### src/morse_text_encoder_unit_assert.svh
// Assertion helpers used by the RTL file mte_serialize.sv.
`ifndef MORSE_TEXT_ENCODER_UNIT_ASSERT_SVH
`define MORSE_TEXT_ENCODER_UNIT_ASSERT_SVH

// Same-cycle implication, checked on i_clk, off during reset.
`define MTE_ASSERT_IMPL(lbl, ante, cons) \
    lbl: assert property (@(posedge i_clk) disable iff (!i_rst_n) (ante) |-> (cons)) \
        else $error("morse encoder assertion failed");

// Next-cycle implication, checked on i_clk, off during reset.
`define MTE_ASSERT_NEXT(lbl, ante, cons) \
    lbl: assert property (@(posedge i_clk) disable iff (!i_rst_n) (ante) |=> (cons)) \
        else $error("morse encoder assertion failed");

`endif

### src/mte_pkg.sv
`default_nettype none

package mte_pkg;

    localparam int MaxSegs = 10;

    localparam logic [1:0] GAP_NONE   = 2'd0;
    localparam logic [1:0] GAP_LETTER = 2'd1;
    localparam logic [1:0] GAP_WORD   = 2'd2;

    localparam logic [7:0] CHAR_A     = 8'h61;
    localparam logic [7:0] CHAR_Z     = 8'h7a;
    localparam logic [7:0] CHAR_SPACE = 8'h20;

    localparam logic [2:0] UNITS_DOT        = 3'd1;
    localparam logic [2:0] UNITS_DASH       = 3'd3;
    localparam logic [2:0] UNITS_SYM_GAP    = 3'd1;
    localparam logic [2:0] UNITS_LETTER_GAP = 3'd2;
    localparam logic [2:0] UNITS_WORD_GAP   = 3'd6;
    localparam logic [2:0] UNITS_END_GAP    = 3'd7;

    typedef struct packed {
        logic       level;
        logic [2:0] units;
        logic       fin;
    } t_seg;

    typedef struct packed {
        logic [3:0]               cnt;
        t_seg [MaxSegs-1:0]       seg;
    } t_seg_list;

    // dash[i] set when symbol i is a dash
    typedef struct packed {
        logic [2:0] len;
        logic [3:0] dash;
    } t_code;

    function automatic t_code morse_code(input logic [4:0] idx);
        t_code c;
        unique case (idx)
            5'd0:    c = '{3'd2, 4'b0010};
            5'd1:    c = '{3'd4, 4'b0001};
            5'd2:    c = '{3'd4, 4'b0101};
            5'd3:    c = '{3'd3, 4'b0001};
            5'd4:    c = '{3'd1, 4'b0000};
            5'd5:    c = '{3'd4, 4'b0100};
            5'd6:    c = '{3'd3, 4'b0011};
            5'd7:    c = '{3'd4, 4'b0000};
            5'd8:    c = '{3'd2, 4'b0000};
            5'd9:    c = '{3'd4, 4'b1110};
            5'd10:   c = '{3'd3, 4'b0101};
            5'd11:   c = '{3'd4, 4'b0010};
            5'd12:   c = '{3'd2, 4'b0011};
            5'd13:   c = '{3'd2, 4'b0001};
            5'd14:   c = '{3'd3, 4'b0111};
            5'd15:   c = '{3'd4, 4'b0110};
            5'd16:   c = '{3'd4, 4'b1011};
            5'd17:   c = '{3'd3, 4'b0010};
            5'd18:   c = '{3'd3, 4'b0000};
            5'd19:   c = '{3'd1, 4'b0001};
            5'd20:   c = '{3'd3, 4'b0100};
            5'd21:   c = '{3'd4, 4'b1000};
            5'd22:   c = '{3'd3, 4'b0110};
            5'd23:   c = '{3'd4, 4'b1001};
            5'd24:   c = '{3'd4, 4'b1101};
            5'd25:   c = '{3'd4, 4'b0011};
            default: c = '{3'd0, 4'b0000};
        endcase
        return c;
    endfunction

endpackage

`default_nettype wire

### src/mte_decode.sv
`default_nettype none

module mte_decode (
    input  wire logic                 i_clk,
    input  wire logic                 i_rst_n,
    input  wire logic                 i_valid,
    output logic                      o_ready,
    input  wire logic [7:0]           i_char_code,
    input  wire logic                 i_is_last,
    input  wire logic                 i_load_ok,
    output logic                      o_load,
    output mte_pkg::t_seg_list        o_list
);

    logic                r_valid;
    logic [7:0]          r_char;
    logic                r_last;
    logic [1:0]          r_gap;
    logic [1:0]          n_gap;

    logic                is_letter;
    logic                is_space;
    logic [7:0]          char_off;
    mte_pkg::t_code      code;
    logic                lead;
    logic [1:0]          gap_mid;
    logic                closing;
    logic [3:0]          sym_n;
    logic [3:0]          m;
    logic                take;

    always_comb begin
        is_letter = (r_char >= mte_pkg::CHAR_A) && (r_char <= mte_pkg::CHAR_Z);
        is_space  = (r_char == mte_pkg::CHAR_SPACE);
        char_off  = r_char - mte_pkg::CHAR_A;
        code      = mte_pkg::morse_code(char_off[4:0]);
        lead      = is_letter && (r_gap != mte_pkg::GAP_NONE);
        if (is_letter) begin
            gap_mid = mte_pkg::GAP_LETTER;
        end else if (is_space && (r_gap != mte_pkg::GAP_NONE)) begin
            gap_mid = mte_pkg::GAP_WORD;
        end else begin
            gap_mid = r_gap;
        end
        closing = r_last && (gap_mid != mte_pkg::GAP_NONE);
        n_gap   = closing ? mte_pkg::GAP_NONE : gap_mid;
        sym_n   = is_letter ? {code.len, 1'b0} : 4'd0;

        o_list.cnt = {3'd0, lead} + sym_n + {3'd0, closing};
        for (int k = 0; k < mte_pkg::MaxSegs; k++) begin
            m = 4'(k) - {3'd0, lead};
            o_list.seg[k] = '0;
            if (lead && (k == 0)) begin
                o_list.seg[k].units = (r_gap == mte_pkg::GAP_WORD) ?
                                      mte_pkg::UNITS_WORD_GAP : mte_pkg::UNITS_LETTER_GAP;
            end else if (m < sym_n) begin
                if (!m[0]) begin
                    o_list.seg[k].level = 1'b1;
                    o_list.seg[k].units = code.dash[m[2:1]] ?
                                          mte_pkg::UNITS_DASH : mte_pkg::UNITS_DOT;
                end else begin
                    o_list.seg[k].units = mte_pkg::UNITS_SYM_GAP;
                end
            end else if ((m == sym_n) && closing) begin
                o_list.seg[k].units = mte_pkg::UNITS_END_GAP;
                o_list.seg[k].fin   = 1'b1;
            end
        end
    end

    // items with no segments retire without touching the serializer
    assign take    = r_valid && ((o_list.cnt == 4'd0) || i_load_ok);
    assign o_load  = take && (o_list.cnt != 4'd0);
    assign o_ready = !r_valid || take;

    always_ff @(posedge i_clk) begin
        if (!i_rst_n) begin
            r_valid <= 1'b0;
            r_gap   <= mte_pkg::GAP_NONE;
        end else begin
            if (i_valid && o_ready) begin
                r_valid <= 1'b1;
            end else if (take) begin
                r_valid <= 1'b0;
            end
            if (take) begin
                r_gap <= n_gap;
            end
        end
    end

    always_ff @(posedge i_clk) begin
        if (i_valid && o_ready) begin
            r_char <= i_char_code;
            r_last <= i_is_last;
        end
    end

endmodule

`default_nettype wire

### src/mte_serialize.sv
`default_nettype none

module mte_serialize (
    input  wire logic                 i_clk,
    input  wire logic                 i_rst_n,
    input  wire logic                 i_load,
    input  wire mte_pkg::t_seg_list   i_list,
    output logic                      o_load_ok,
    output logic                      o_valid,
    input  wire logic                 i_ready,
    output logic                      o_segment_level,
    output logic [2:0]                o_segment_units,
    output logic                      o_message_end,
    output logic                      o_run_last
);

    logic [3:0]                        r_cnt;
    mte_pkg::t_seg [mte_pkg::MaxSegs-1:0] r_seg;
    logic                              r_out_valid;
    mte_pkg::t_seg                     r_out_seg;
    logic                              r_out_run_last;

    logic out_free;
    logic step;

    assign out_free  = !r_out_valid || i_ready;
    assign step      = (r_cnt != 4'd0) && out_free;
    assign o_load_ok = (r_cnt == 4'd0) || (step && (r_cnt == 4'd1));

    always_ff @(posedge i_clk) begin
        if (!i_rst_n) begin
            r_cnt       <= 4'd0;
            r_out_valid <= 1'b0;
        end else begin
            if (i_load) begin
                r_cnt <= i_list.cnt;
            end else if (step) begin
                r_cnt <= r_cnt - 4'd1;
            end
            if (step) begin
                r_out_valid <= 1'b1;
            end else if (i_ready) begin
                r_out_valid <= 1'b0;
            end
        end
    end

    always_ff @(posedge i_clk) begin
        if (i_load) begin
            r_seg <= i_list.seg;
        end else if (step) begin
            r_seg <= {mte_pkg::t_seg'('0), r_seg[mte_pkg::MaxSegs-1:1]};
        end
        if (step) begin
            r_out_seg      <= r_seg[0];
            r_out_run_last <= (r_cnt == 4'd1);
        end
    end

    assign o_valid         = r_out_valid;
    assign o_segment_level = r_out_seg.level;
    assign o_segment_units = r_out_seg.units;
    assign o_message_end   = r_out_seg.fin;
    assign o_run_last      = r_out_run_last;

`include "morse_text_encoder_unit_assert.svh"

    `MTE_ASSERT_IMPL(a_load_only_when_free, i_load, o_load_ok)
    `MTE_ASSERT_IMPL(a_end_closes_run, r_out_valid && r_out_seg.fin, r_out_run_last)
    `MTE_ASSERT_IMPL(a_units_nonzero, r_out_valid, r_out_seg.units != 3'd0)
    `MTE_ASSERT_NEXT(a_drain_by_one, step && !i_load && (r_cnt > 4'd1),
                     r_cnt == $past(r_cnt) - 4'd1)

endmodule

`default_nettype wire

### src/morse_text_encoder_unit.sv
// Morse text encoder.
// Input channel (i_valid/o_ready): one character beat, i_char_code plus
// i_is_last marking the final character of a message. Lowercase a..z are
// keyed; space sets a word gap; anything else is dropped.
// Output channel (o_valid/i_ready): one light segment per beat, level and
// duration in 10 ms units; o_message_end flags the closing off-7 gap and
// o_run_last flags the final segment caused by a character.
// A character passes an input register, where its whole segment list is
// decoded, then a ten-entry shift stage that emits one segment per cycle
// while the receiver is ready; each segment then passes the output
// register. A character yields up to 10 segments, and the next character
// is taken while the previous list drains. Characters with no segments
// retire without being loaded into the shift stage.
// Reset (synchronous, active low) clears the pending gap and empties both
// stages. When the receiver stalls, the held segment stays on the outputs,
// the list stops shifting and o_ready drops once the input register fills.
`default_nettype none

module morse_text_encoder_unit (
    input  wire logic       i_clk,
    input  wire logic       i_rst_n,
    input  wire logic       i_valid,
    output logic            o_ready,
    input  wire logic [7:0] i_char_code,
    input  wire logic       i_is_last,
    output logic            o_valid,
    input  wire logic       i_ready,
    output logic            o_segment_level,
    output logic [2:0]      o_segment_units,
    output logic            o_message_end,
    output logic            o_run_last
);

    logic               load_ok;
    logic               load;
    mte_pkg::t_seg_list list;

    mte_decode u_decode (
        .i_clk       (i_clk),
        .i_rst_n     (i_rst_n),
        .i_valid     (i_valid),
        .o_ready     (o_ready),
        .i_char_code (i_char_code),
        .i_is_last   (i_is_last),
        .i_load_ok   (load_ok),
        .o_load      (load),
        .o_list      (list)
    );

    mte_serialize u_serialize (
        .i_clk           (i_clk),
        .i_rst_n         (i_rst_n),
        .i_load          (load),
        .i_list          (list),
        .o_load_ok       (load_ok),
        .o_valid         (o_valid),
        .i_ready         (i_ready),
        .o_segment_level (o_segment_level),
        .o_segment_units (o_segment_units),
        .o_message_end   (o_message_end),
        .o_run_last      (o_run_last)
    );

endmodule

`default_nettype wire
### config.mk
export PLATFORM = sky130hd
export DESIGN_NAME = morse_text_encoder_unit
export DESIGN_NICKNAME = d
export VERILOG_FILES = /design/src/mte_pkg.sv /design/src/mte_decode.sv /design/src/mte_serialize.sv /design/src/morse_text_encoder_unit.sv
export VERILOG_INCLUDE_DIRS = /design/src /design/src/src
export SDC_FILE = /design/constraint.sdc
export NUM_CORES = 1
export LEC_CHECK = 0
export CORE_AREA = 4 4 95 97
export CTS_BUF_LIST = sky130_fd_sc_hd__clkbuf_8 sky130_fd_sc_hd__clkbuf_16
export DETAILED_ROUTE_END_ITERATION = 7
export DIE_AREA = 0 0 99 101
export DONT_BUFFER_PORTS = 1
export HOLD_SLACK_MARGIN = 0.06
export PLACE_DENSITY = 0.79
export SLEW_MARGIN = 20
export SYNTH_ARGS = -nofsm -noshare
export SYNTH_HDL_FRONTEND = slang
export SYNTH_SLANG_ARGS = --single-unit
### constraint.sdc
create_clock -name i_clk -period 5.3 [get_ports i_clk]
set_input_delay 0.795 -clock i_clk [delete_from_list [all_inputs] [get_ports i_clk]]
set_output_delay 0.795 -clock i_clk [all_outputs]
set_load 0.01 [all_outputs]
==> results of run 1 <==
==> cell usage after synthesis, types with 3 or more instances <==
cell type  number
edfxtp_1       56
nor2_1         35
a21oi_1        31
inv_1          23
nand2_1        23
ha_1           21
o21ai_0        21
mux2_4         20
buf_2          10
nand3_1        10
xnor2_1        10
dfxtp_1         8
mux2i_1         8
nor2b_1         8
nor3_1          8
clkbuf_1        7
mux2_1          7
a31oi_1         6
nor3b_1         6
and2_1          5
mux2_2          5
a211oi_1        4
buf_6           4
nand2b_1        4
nand4_1         4
o21bai_1        4
a21o_1          3
a221oi_1        3
clkinv_1        3
nand3b_1        3
nor4_1          3
or4b_1          3
==> path summary, 6_finish.rpt <==
path / from / endpoint / slack [ps] / cells past startpoint
hold reg to reg: u_serialize.r_seg[4]$_DFFE_PP_ / u_serialize.o_segment_level$_DFFE_PP_ / 420 / 0
hold / removal: u_serialize.r_seg[4]$_DFFE_PP_ / u_serialize.o_segment_level$_DFFE_PP_ / 420 / 0
setup reg to reg: u_decode.r_char[1]$_DFFE_PP_ / u_serialize.r_seg[16]$_DFFE_PP_ / 770 / 14
setup / recovery: u_decode.r_char[1]$_DFFE_PP_ / o_ready / 310 / 13
==> worst reg2reg max path, stage by stage, from the launching register on <==
cell	delay (ps)
edfxtp_1	540
inv_1	250
ha_2	340
buf_4	210
or4b_4	490
o2111ai_1	300
a21oi_1	140
ha_1	260
ha_1	330
nor2_1	250
nand2_1	140
a211oi_4	340
nor3_4	120
buf_12	210
mux2_1	360
==> metal layers <==
layer	up-vias	track usage (%)	part of all wire, %
li1	1580	-	-
met1	1622	25.3	44
met2	137	32.4	49
met3	13	4.64	6.2
met4	0	5.36	1.4
met5	-	0	0
==> sequential cells by signal, summed over array words and instances (netlist names) <==
name,cells
u_decode.r_last,1
u_serialize.r_seg,41
u_serialize.o_valid,1
u_decode.r_char,8
u_serialize.o_segment_level,1
u_decode.r_valid,1
u_serialize.o_run_last,1
u_serialize.o_message_end,1
u_decode.r_gap,2
u_serialize.o_segment_units,3
u_serialize.r_cnt,4
==> cell usage in the layout (no fill, tap or decap), types with 3 or more instances in the layout <==
cell / Yosys / routed
o21ai_0: 21 / 21
mux2_2: 5 / 5
mux2_4: 20 / 20
a21o_1: 3 / 3
nor4_1: 3 / 3
edfxtp_1: 56 / 56
inv_1: 23 / 23
nor2_1: 35 / 35
dfxtp_1: 8 / 8
xnor2_1: 10 / 9
mux2i_1: 8 / 8
buf_4: 2 / 18
nand3_1: 10 / 10
nor2b_1: 8 / 8
o21bai_1: 4 / 4
a221oi_1: 3 / 3
a21oi_1: 31 / 31
nand3b_1: 3 / 3
a211oi_1: 4 / 4
and2_1: 5 / 5
mux2_1: 7 / 7
nand2_1: 23 / 23
nand2b_1: 4 / 4
nor3_1: 8 / 8
nor3b_1: 6 / 6
clkinv_1: 3 / 4
nand4_1: 4 / 4
clkbuf_8: 0 / 9
or4b_1: 3 / 3
ha_1: 21 / 20
a31oi_1: 6 / 6
==> power by group <==
group          leakage [nW]  internal, mW  switching, mW  total (mW)
Sequential            0.625         0.876         0.0942       0.970
Clock                0.0830         0.169          0.205       0.373
Combinational          1.06         0.288          0.333       0.621
==> area by class of cell <==
type                       count  share of cell area, %
clock buffer                   9                   2.60
inverter                      27                   2.18
clock inverter                 7                  0.972
multi-input combinational    305                   49.1
tap                          105                   2.76
sequential                    64                   38.7
timing repair buffer          20                   3.68
==> stage by stage <==
step	power (mW)	util, %	setup WS, ps	hold slack (ps)	TNS, ps
2_1_floorplan	1.43	-	644	400	0
3_3_place_gp	1.56	55.6	720	403	0
3_5_place_dp	1.60	55.6	528	407	0
4_1_cts	1.97	57.7	133	426	0
5_1_grt	2.08	58.6	-19.6	428	-19.6
6_report	1.96	58.6	309	424	0
==> cell families after synthesis <==
family          synth area share, %
simple gates                   14.9
flops                          41.7
mux                            12.2
buf+inv                        5.52
compound gates                 17.6
fa+ha+maj                      5.95
xor+xnor                       2.18
==> what timing repair did <==
item / in CTS / in global routing
endpoints found under the setup margin: 0 / 1
resized for setup: 0 / 2
hold endpoints to repair: 0 / 0
setup buffers: 0 / 8
==> flow_summary_export.csv, run 1 <==
group,metric,value,unit
power_and_ir_drop,p_leak,1.76,nW
clocking,cts_hold_buf,0,
timing,finClkSkew,15.4,ps
global_route,grt_pass1_wl,15600,um
global_route,grt-ovfl-total,0,
clocking,cts_tree,"built",
synth,ys_seq_elements,64,
floorplanning,rows,33,
global_route,grt_pass1_vias,3183,
timing,finalHoldViolations,0,
setup_path,end_kind,"output pin",
setup_path,cp.arrival,4200,ps
setup_path,critPathLaunchType,"flip-flop",
timing,fin_crit,4990,ps
global_route,track_usage,19.4,%
clocking,numClockSinks,64,
synth,synthArstFlopShare,0,%
job,maxCapViolCount,0,
placement,dp.cells,513,
timing,finalCritPeriodShare,94.2,%
timing,worst_pin_slew,1040,ps
cells_and_area,synthToLayoutAreaGrowth,7.85,%
floorplanning,core,8130,sq um
timing,max_freq,200,MHz
drt,ant_nets,0,
synth,synth_edf_count,56,
synth,yosysTopAreaCell,"edfxtp_1",
floorplanning,start_util,54.3,%
timing,finalMaxSlewViolations,0,
drt,drt-initial-drc-count,272,
setup_path,crit_fanout,11,
cells_and_area,nets,461,
min_path,hp-class,"reg2reg",
cells_and_area,stdcell_count,537,
timing,timing.slew.headroom,30.5,%
cells_and_area,regArea,1840,sq um
global_route,antenna_found_initial,0,
synth,syn_area,4420,sq um
clocking,cts_buffer_depth,2,
drt,routedWlPerCell,17.7,um
synth,yosys.cell_types.count,73,
clocking,cts_max_level,3,
setup_path,path_cells,"inv_1 -> ha_2 -> buf_4 -> or4b_4 -> o2111ai_1 -> a21oi_1 -> ha_1 -> ha_1 -> nor2_1 -> nand2_1 -> a211oi_4 -> nor3b_1 -> inv_1",
drt,drc,0,
clocking,cts_made_buffers,9,
drt,vias,3352,
cells_and_area,multiInputGateArea,2340,sq um
placement,placed_cell_area,4520,sq um
cells_and_area,post-route-cell-area,4760,sq um
run_status,status,"finished clean",
setup_path,crit_family,"simple AND/OR/NAND/NOR gates",
setup_path,cp_slowest_cell,"edfxtp_1",
clocking,clk_latency,350,ps
power_and_ir_drop,powerDensity,412,nW/um^2
floorplanning,pin_count,21,
floorplanning,die_h,101,um
synth,synth_top_area_share,38.1,%
clocking,cts_root_buf,"clkbuf_8",
placement,gp_routability_congestion,0.892,
global_route,grt_max_degree,42,
floorplanning,die-area,10000,sq um
drt,avgViaCountPerCell,6.24,
synth,synth_fp_nets,454,
setup_path,critPathBufInv,3,
setup_path,critPathKind,"reg2out",
synth,yosys_most_used_dff,"edfxtp_1",
drt,wl,9510,um
placement,dp_hpwl,6660,um
drt,dr.pass1.iters,5,
placement,portBuffers,0,
clocking,clk_pin_slew_worst_paths,80,ps
cells_and_area,diodes,0,
synth,synth_warnings,0,
power_and_ir_drop,ir_worst_vdd,250,uV
timing,final-setup-viol-count,0,
synth,syn_inst,420,
cells_and_area,n_fill_cell,661,
floorplanning,die_x,99,um
setup_path,slowest_delay,540,ps
setup_path,required,4510,ps
cells_and_area,post_route_cells_drive_above_1_share,19.0,%
synth,synth_area_leaders,"edfxtp_1 38%, mux2_4 6.8%, ha_1 5.9%",
synth,ys_seq_area_share,41.7,%
synth,syn_area_per_cell,10.5,sq um
Power figures use the tool's default switching activity.
==> run 2: changes to the inputs <==
--- a/config.mk
+++ b/config.mk
@@ -6,14 +6,16 @@
 export SDC_FILE = /design/constraint.sdc
 export NUM_CORES = 1
 export LEC_CHECK = 0
-export CORE_AREA = 4 4 95 97
+export CORE_AREA = 4 4 96 98
 export CTS_BUF_LIST = sky130_fd_sc_hd__clkbuf_8 sky130_fd_sc_hd__clkbuf_16
 export DETAILED_ROUTE_END_ITERATION = 7
-export DIE_AREA = 0 0 99 101
+export DIE_AREA = 0 0 100 102
 export DONT_BUFFER_PORTS = 1
 export HOLD_SLACK_MARGIN = 0.06
 export PLACE_DENSITY = 0.79
+export RECOVER_POWER = 25
 export SLEW_MARGIN = 20
 export SYNTH_ARGS = -nofsm -noshare
 export SYNTH_HDL_FRONTEND = slang
+export SYNTH_HIERARCHICAL = 1
 export SYNTH_SLANG_ARGS = --single-unit
==> flow_summary_export.csv, run 2 <==
group,metric,value,unit
clocking,cts_hold_buf,0,
synth,yosys.cell_types.count,70,
clocking,clk_pin_slew_worst_paths,80,ps
synth,synth_top_area_share,43.6,%
timing,final.setup.worst_slack,367,ps
cells_and_area,regMostFlops,"u_serialize/r_seg",
global_route,grt_pass1_wl,14400,um
synth,synthArstFlopShare,0,%
setup_path,critPathLaunchType,"flip-flop",
timing,finClkSkew,8.21,ps
synth,synth_fp_nets,432,
synth,yosysTopAreaCell,"edfxtp_1",
min_path,hp-start,"u_serialize/r_seg[4]$_DFFE_PP_",
cells_and_area,largest_reg_flops,50,
timing,rsz0062_at_grt,"no",
floorplanning,die_h,102,um
floorplanning,die-area,10200,sq um
drt,vias,3027,
cells_and_area,synthToLayoutAreaGrowth,7.24,%
setup_path,end_kind,"output pin",
drt,dr.pass1.iters,6,
global_route,antenna_found_initial,0,
cells_and_area,layout_common_cells,"65 x edfxtp_1, 45 x mux2_2, 26 x nor2_1, 26 x nand2_1, 19 x ha_1",
setup_path,required,4510,ps
synth,synth_warnings,6,
floorplanning,pin_count,21,
timing,final-setup-viol-count,0,
synth,yosys_most_used_dff,"edfxtp_1",
cells_and_area,stdcell_count,503,
setup_path,crit_fanout,14,
timing,finalMaxSlewViolations,0,
placement,dp.cells,487,
clocking,cts_made_buffers,9,
synth,ys_seq_elements,73,
synth,ys_seq_area_share,47.2,%
floorplanning,core,8470,sq um
clocking,cts_tree,"built",
timing,fin_crit,4930,ps
setup_path,worstReg2RegStart,"u_decode/r_char[0]$_DFFE_PP_",
drt,routedWlPerCell,17.2,um
power_and_ir_drop,powerDensity,461,nW/um^2
drt,ant_nets,0,
setup_path,critPathKind,"reg2out",
placement,gp_routability_congestion,0.889,
job,maxCapViolCount,0,
setup_path,cp_common_cell,"inv_1",
clocking,numClockSinks,73,
cells_and_area,post_route_cells_drive_above_1_share,24.6,%
setup_path,timing.rr.end,"u_serialize/r_seg[19]$_DFFE_PP_",
global_route,grt_max_degree,51,
cells_and_area,nets,423,
power_and_ir_drop,p_comb_share,27.3,%
clocking,cts_max_level,3,
drt,wl,8630,um
setup_path,slowest_delay,580,ps
drt,avgViaCountPerCell,6.02,
synth,yosysMostFrequentCell,"edfxtp_1",
setup_path,cp_slowest_cell,"edfxtp_1",
placement,placed_cell_area,4540,sq um
drt,drt-initial-drc-count,241,
min_path,hp-class,"reg2reg",
power_and_ir_drop,ir_worst_vdd,337,uV
floorplanning,die_x,100,um
cells_and_area,final_common_cell,"edfxtp_1",
cells_and_area,post-route-cell-area,4800,sq um
global_route,track_usage,18.0,%
timing,timing.slew.headroom,55.7,%
power_and_ir_drop,p_clk_share,21.8,%
setup_path,reg2reg_slack,550,ps
global_route,grt_util_met1,23.3,%
cells_and_area,utilization,56.7,%
global_route,top_usage_layer,"met2",
clocking,postCtsSetupBuffers,0,
placement,portBuffers,0,
power_and_ir_drop,p_seq_share,50.9,%
power_and_ir_drop,p_leak,1.78,nW
synth,synthTopCellsByCount,"65 x edfxtp_1, 45 x mux2_2, 26 x nand2_1, 26 x nor2_1, 20 x ha_1",
global_route,gr-usage-met2,29.3,%
setup_path,cp.arrival,4140,ps
timing,finalCritPeriodShare,93.1,%
synth,synth_edf_count,65,
floorplanning,rows,34,
placement,dpl_worst_slack,452,ps
global_route,grt_use_met3,3.69,%
setup_path,path_cells,"inv_1 -> ha_1 -> nor2b_1 -> o211ai_1 -> o2111ai_1 -> buf_4 -> or2_2 -> clkinv_1 -> ha_1 -> inv_1 -> a211o_1 -> nor3b_1 -> o32ai_2 -> a211oi_2 -> inv_1",
setup_path,r2r_cells,15,
timing,max_freq,203,MHz
power_and_ir_drop,internal_power,1.55,mW
synth,synth_area_leaders,"edfxtp_1 44%, mux2_2 11%, ha_1 5.6%",
global_route,grt_pass1_vias,2949,
cells_and_area,diodes,0,
clocking,clk_latency,350,ps
timing,worst_pin_slew,663,ps
clocking,cts_root_buf,"clkbuf_8",
run_status,status,"finished clean",
min_path,hold_path_depth,0,
synth,syn_area,4480,sq um
timing,setup_tns,0,ps
floorplanning,start_util,52.9,%
cells_and_area,reg.largest.list,"u_serialize/r_seg x50, u_decode/r_char x8, u_serialize/r_cnt x4",
power_and_ir_drop,swShare,29.8,%
drt,drc,0,
clocking,cts_buffer_depth,2,
global_route,grt-ovfl-total,0,
synth,syn_area_per_cell,11.2,sq um
min_path,min_to,"u_serialize/o_segment_level$_DFFE_PP_",
placement,dp_hpwl,5930,um
power_and_ir_drop,switchingPower,0.659,mW
timing,finalHoldViolations,0,
synth,syn_inst,399,
==> run 2: cell types whose count changed in the layout (fill, tap and decap cells not counted), sizes merged, moves of 7 or more <==
cell and delta:
nor2 -9, edfxtp +9, a21oi -15, or2 +9, inv -7, buf -14, o21ai -10, mux2 +13
==> run 2: repair_timing <==
action                                 in CTS  in global routing
gates resized for setup                     0                  7
endpoints found under the hold margin       0                  0
setup endpoints to repair                   0                  1
==> run 2: cell families (layout without fill, tap and decap cells) <==
| kind of cell | Yosys count | in the layout | share of synthesized area, % |
|---|---|---|---|
| flops | 73 | 73 | 47.2 |
| simple gates | 127 | 127 | 15.4 |
| fa+ha+maj | 21 | 21 | 5.81 |
| compound gates | 79 | 79 | 13.0 |
| xor+xnor | 6 | 6 | 1.17 |
| mux | 49 | 49 | 12.2 |
| buf+inv | 44 | 40 | 5.20 |
==> run 2: final cells by class <==
class                   count  area, sq um
fillers                   698         3670
multi-input cells         282         2190
flip-flops and latches     73         2110
well taps                 108          135
clock buffers               9          124
clock inverters             7         93.8
repair buffers              6         70.1
inverters                  18         70.1
==> run 2: power groups by stage <==
stage | clock, mW | combinational [mW] | sequential, mW
6_report | 0.481 | 0.605 | 1.13
5_1_grt | 0.523 | 0.666 | 1.16
4_1_cts | 0.495 | 0.605 | 1.13
3_5_place_dp | 0 | 0.603 | 1.14
3_3_place_gp | 0 | 0.573 | 1.12
2_1_floorplan | 0 | 0.470 | 1.10
==> run 2: worst max-delay path, delay by kind of cell (launching register included) <==
kind / cells / cell delay, ps
AND/OR/NAND/NOR: 3 / 710
adder cells (fa/ha/maj): 2 / 460
buffers and inverters: 5 / 780
flip-flops: 1 / 580
AO/OA/AOI/OAI: 5 / 1250
==> run 2: worst max path at each step <==
stage	end	depth (start not counted)	slack, ps	start
global placement	o_ready	14	600	u_decode/r_char[0]$_DFFE_PP_
detailed placement	u_serialize/r_seg[3]$_DFFE_PP_	13	450	u_decode/r_char[0]$_DFFE_PP_
floorplan	u_serialize/r_seg[0]$_DFFE_PP_	18	240	u_decode/r_char[0]$_DFFE_PP_
finish	o_ready	15	370	u_decode/r_char[0]$_DFFE_PP_
CTS	o_ready	14	30	u_decode/r_char[0]$_DFFE_PP_
global route	o_ready	15	70	u_decode/r_char[0]$_DFFE_PP_
==> run 2: per-layer routing <==
layer / vias up / share of wire (%)
li1: 1451 / -
met1: 1462 / 44
met2: 92 / 48
met3: 22 / 5.1
met4: 0 / 2.7
met5: - / 0
==> run 2: metrics by stage <==
stage | power [mW] | hold slack (ps)
4_1_cts | 2.23 | 425
2_1_floorplan | 1.57 | 400
6_report | 2.21 | 423
3_3_place_gp | 1.69 | 408
3_5_place_dp | 1.75 | 406
5_1_grt | 2.35 | 429
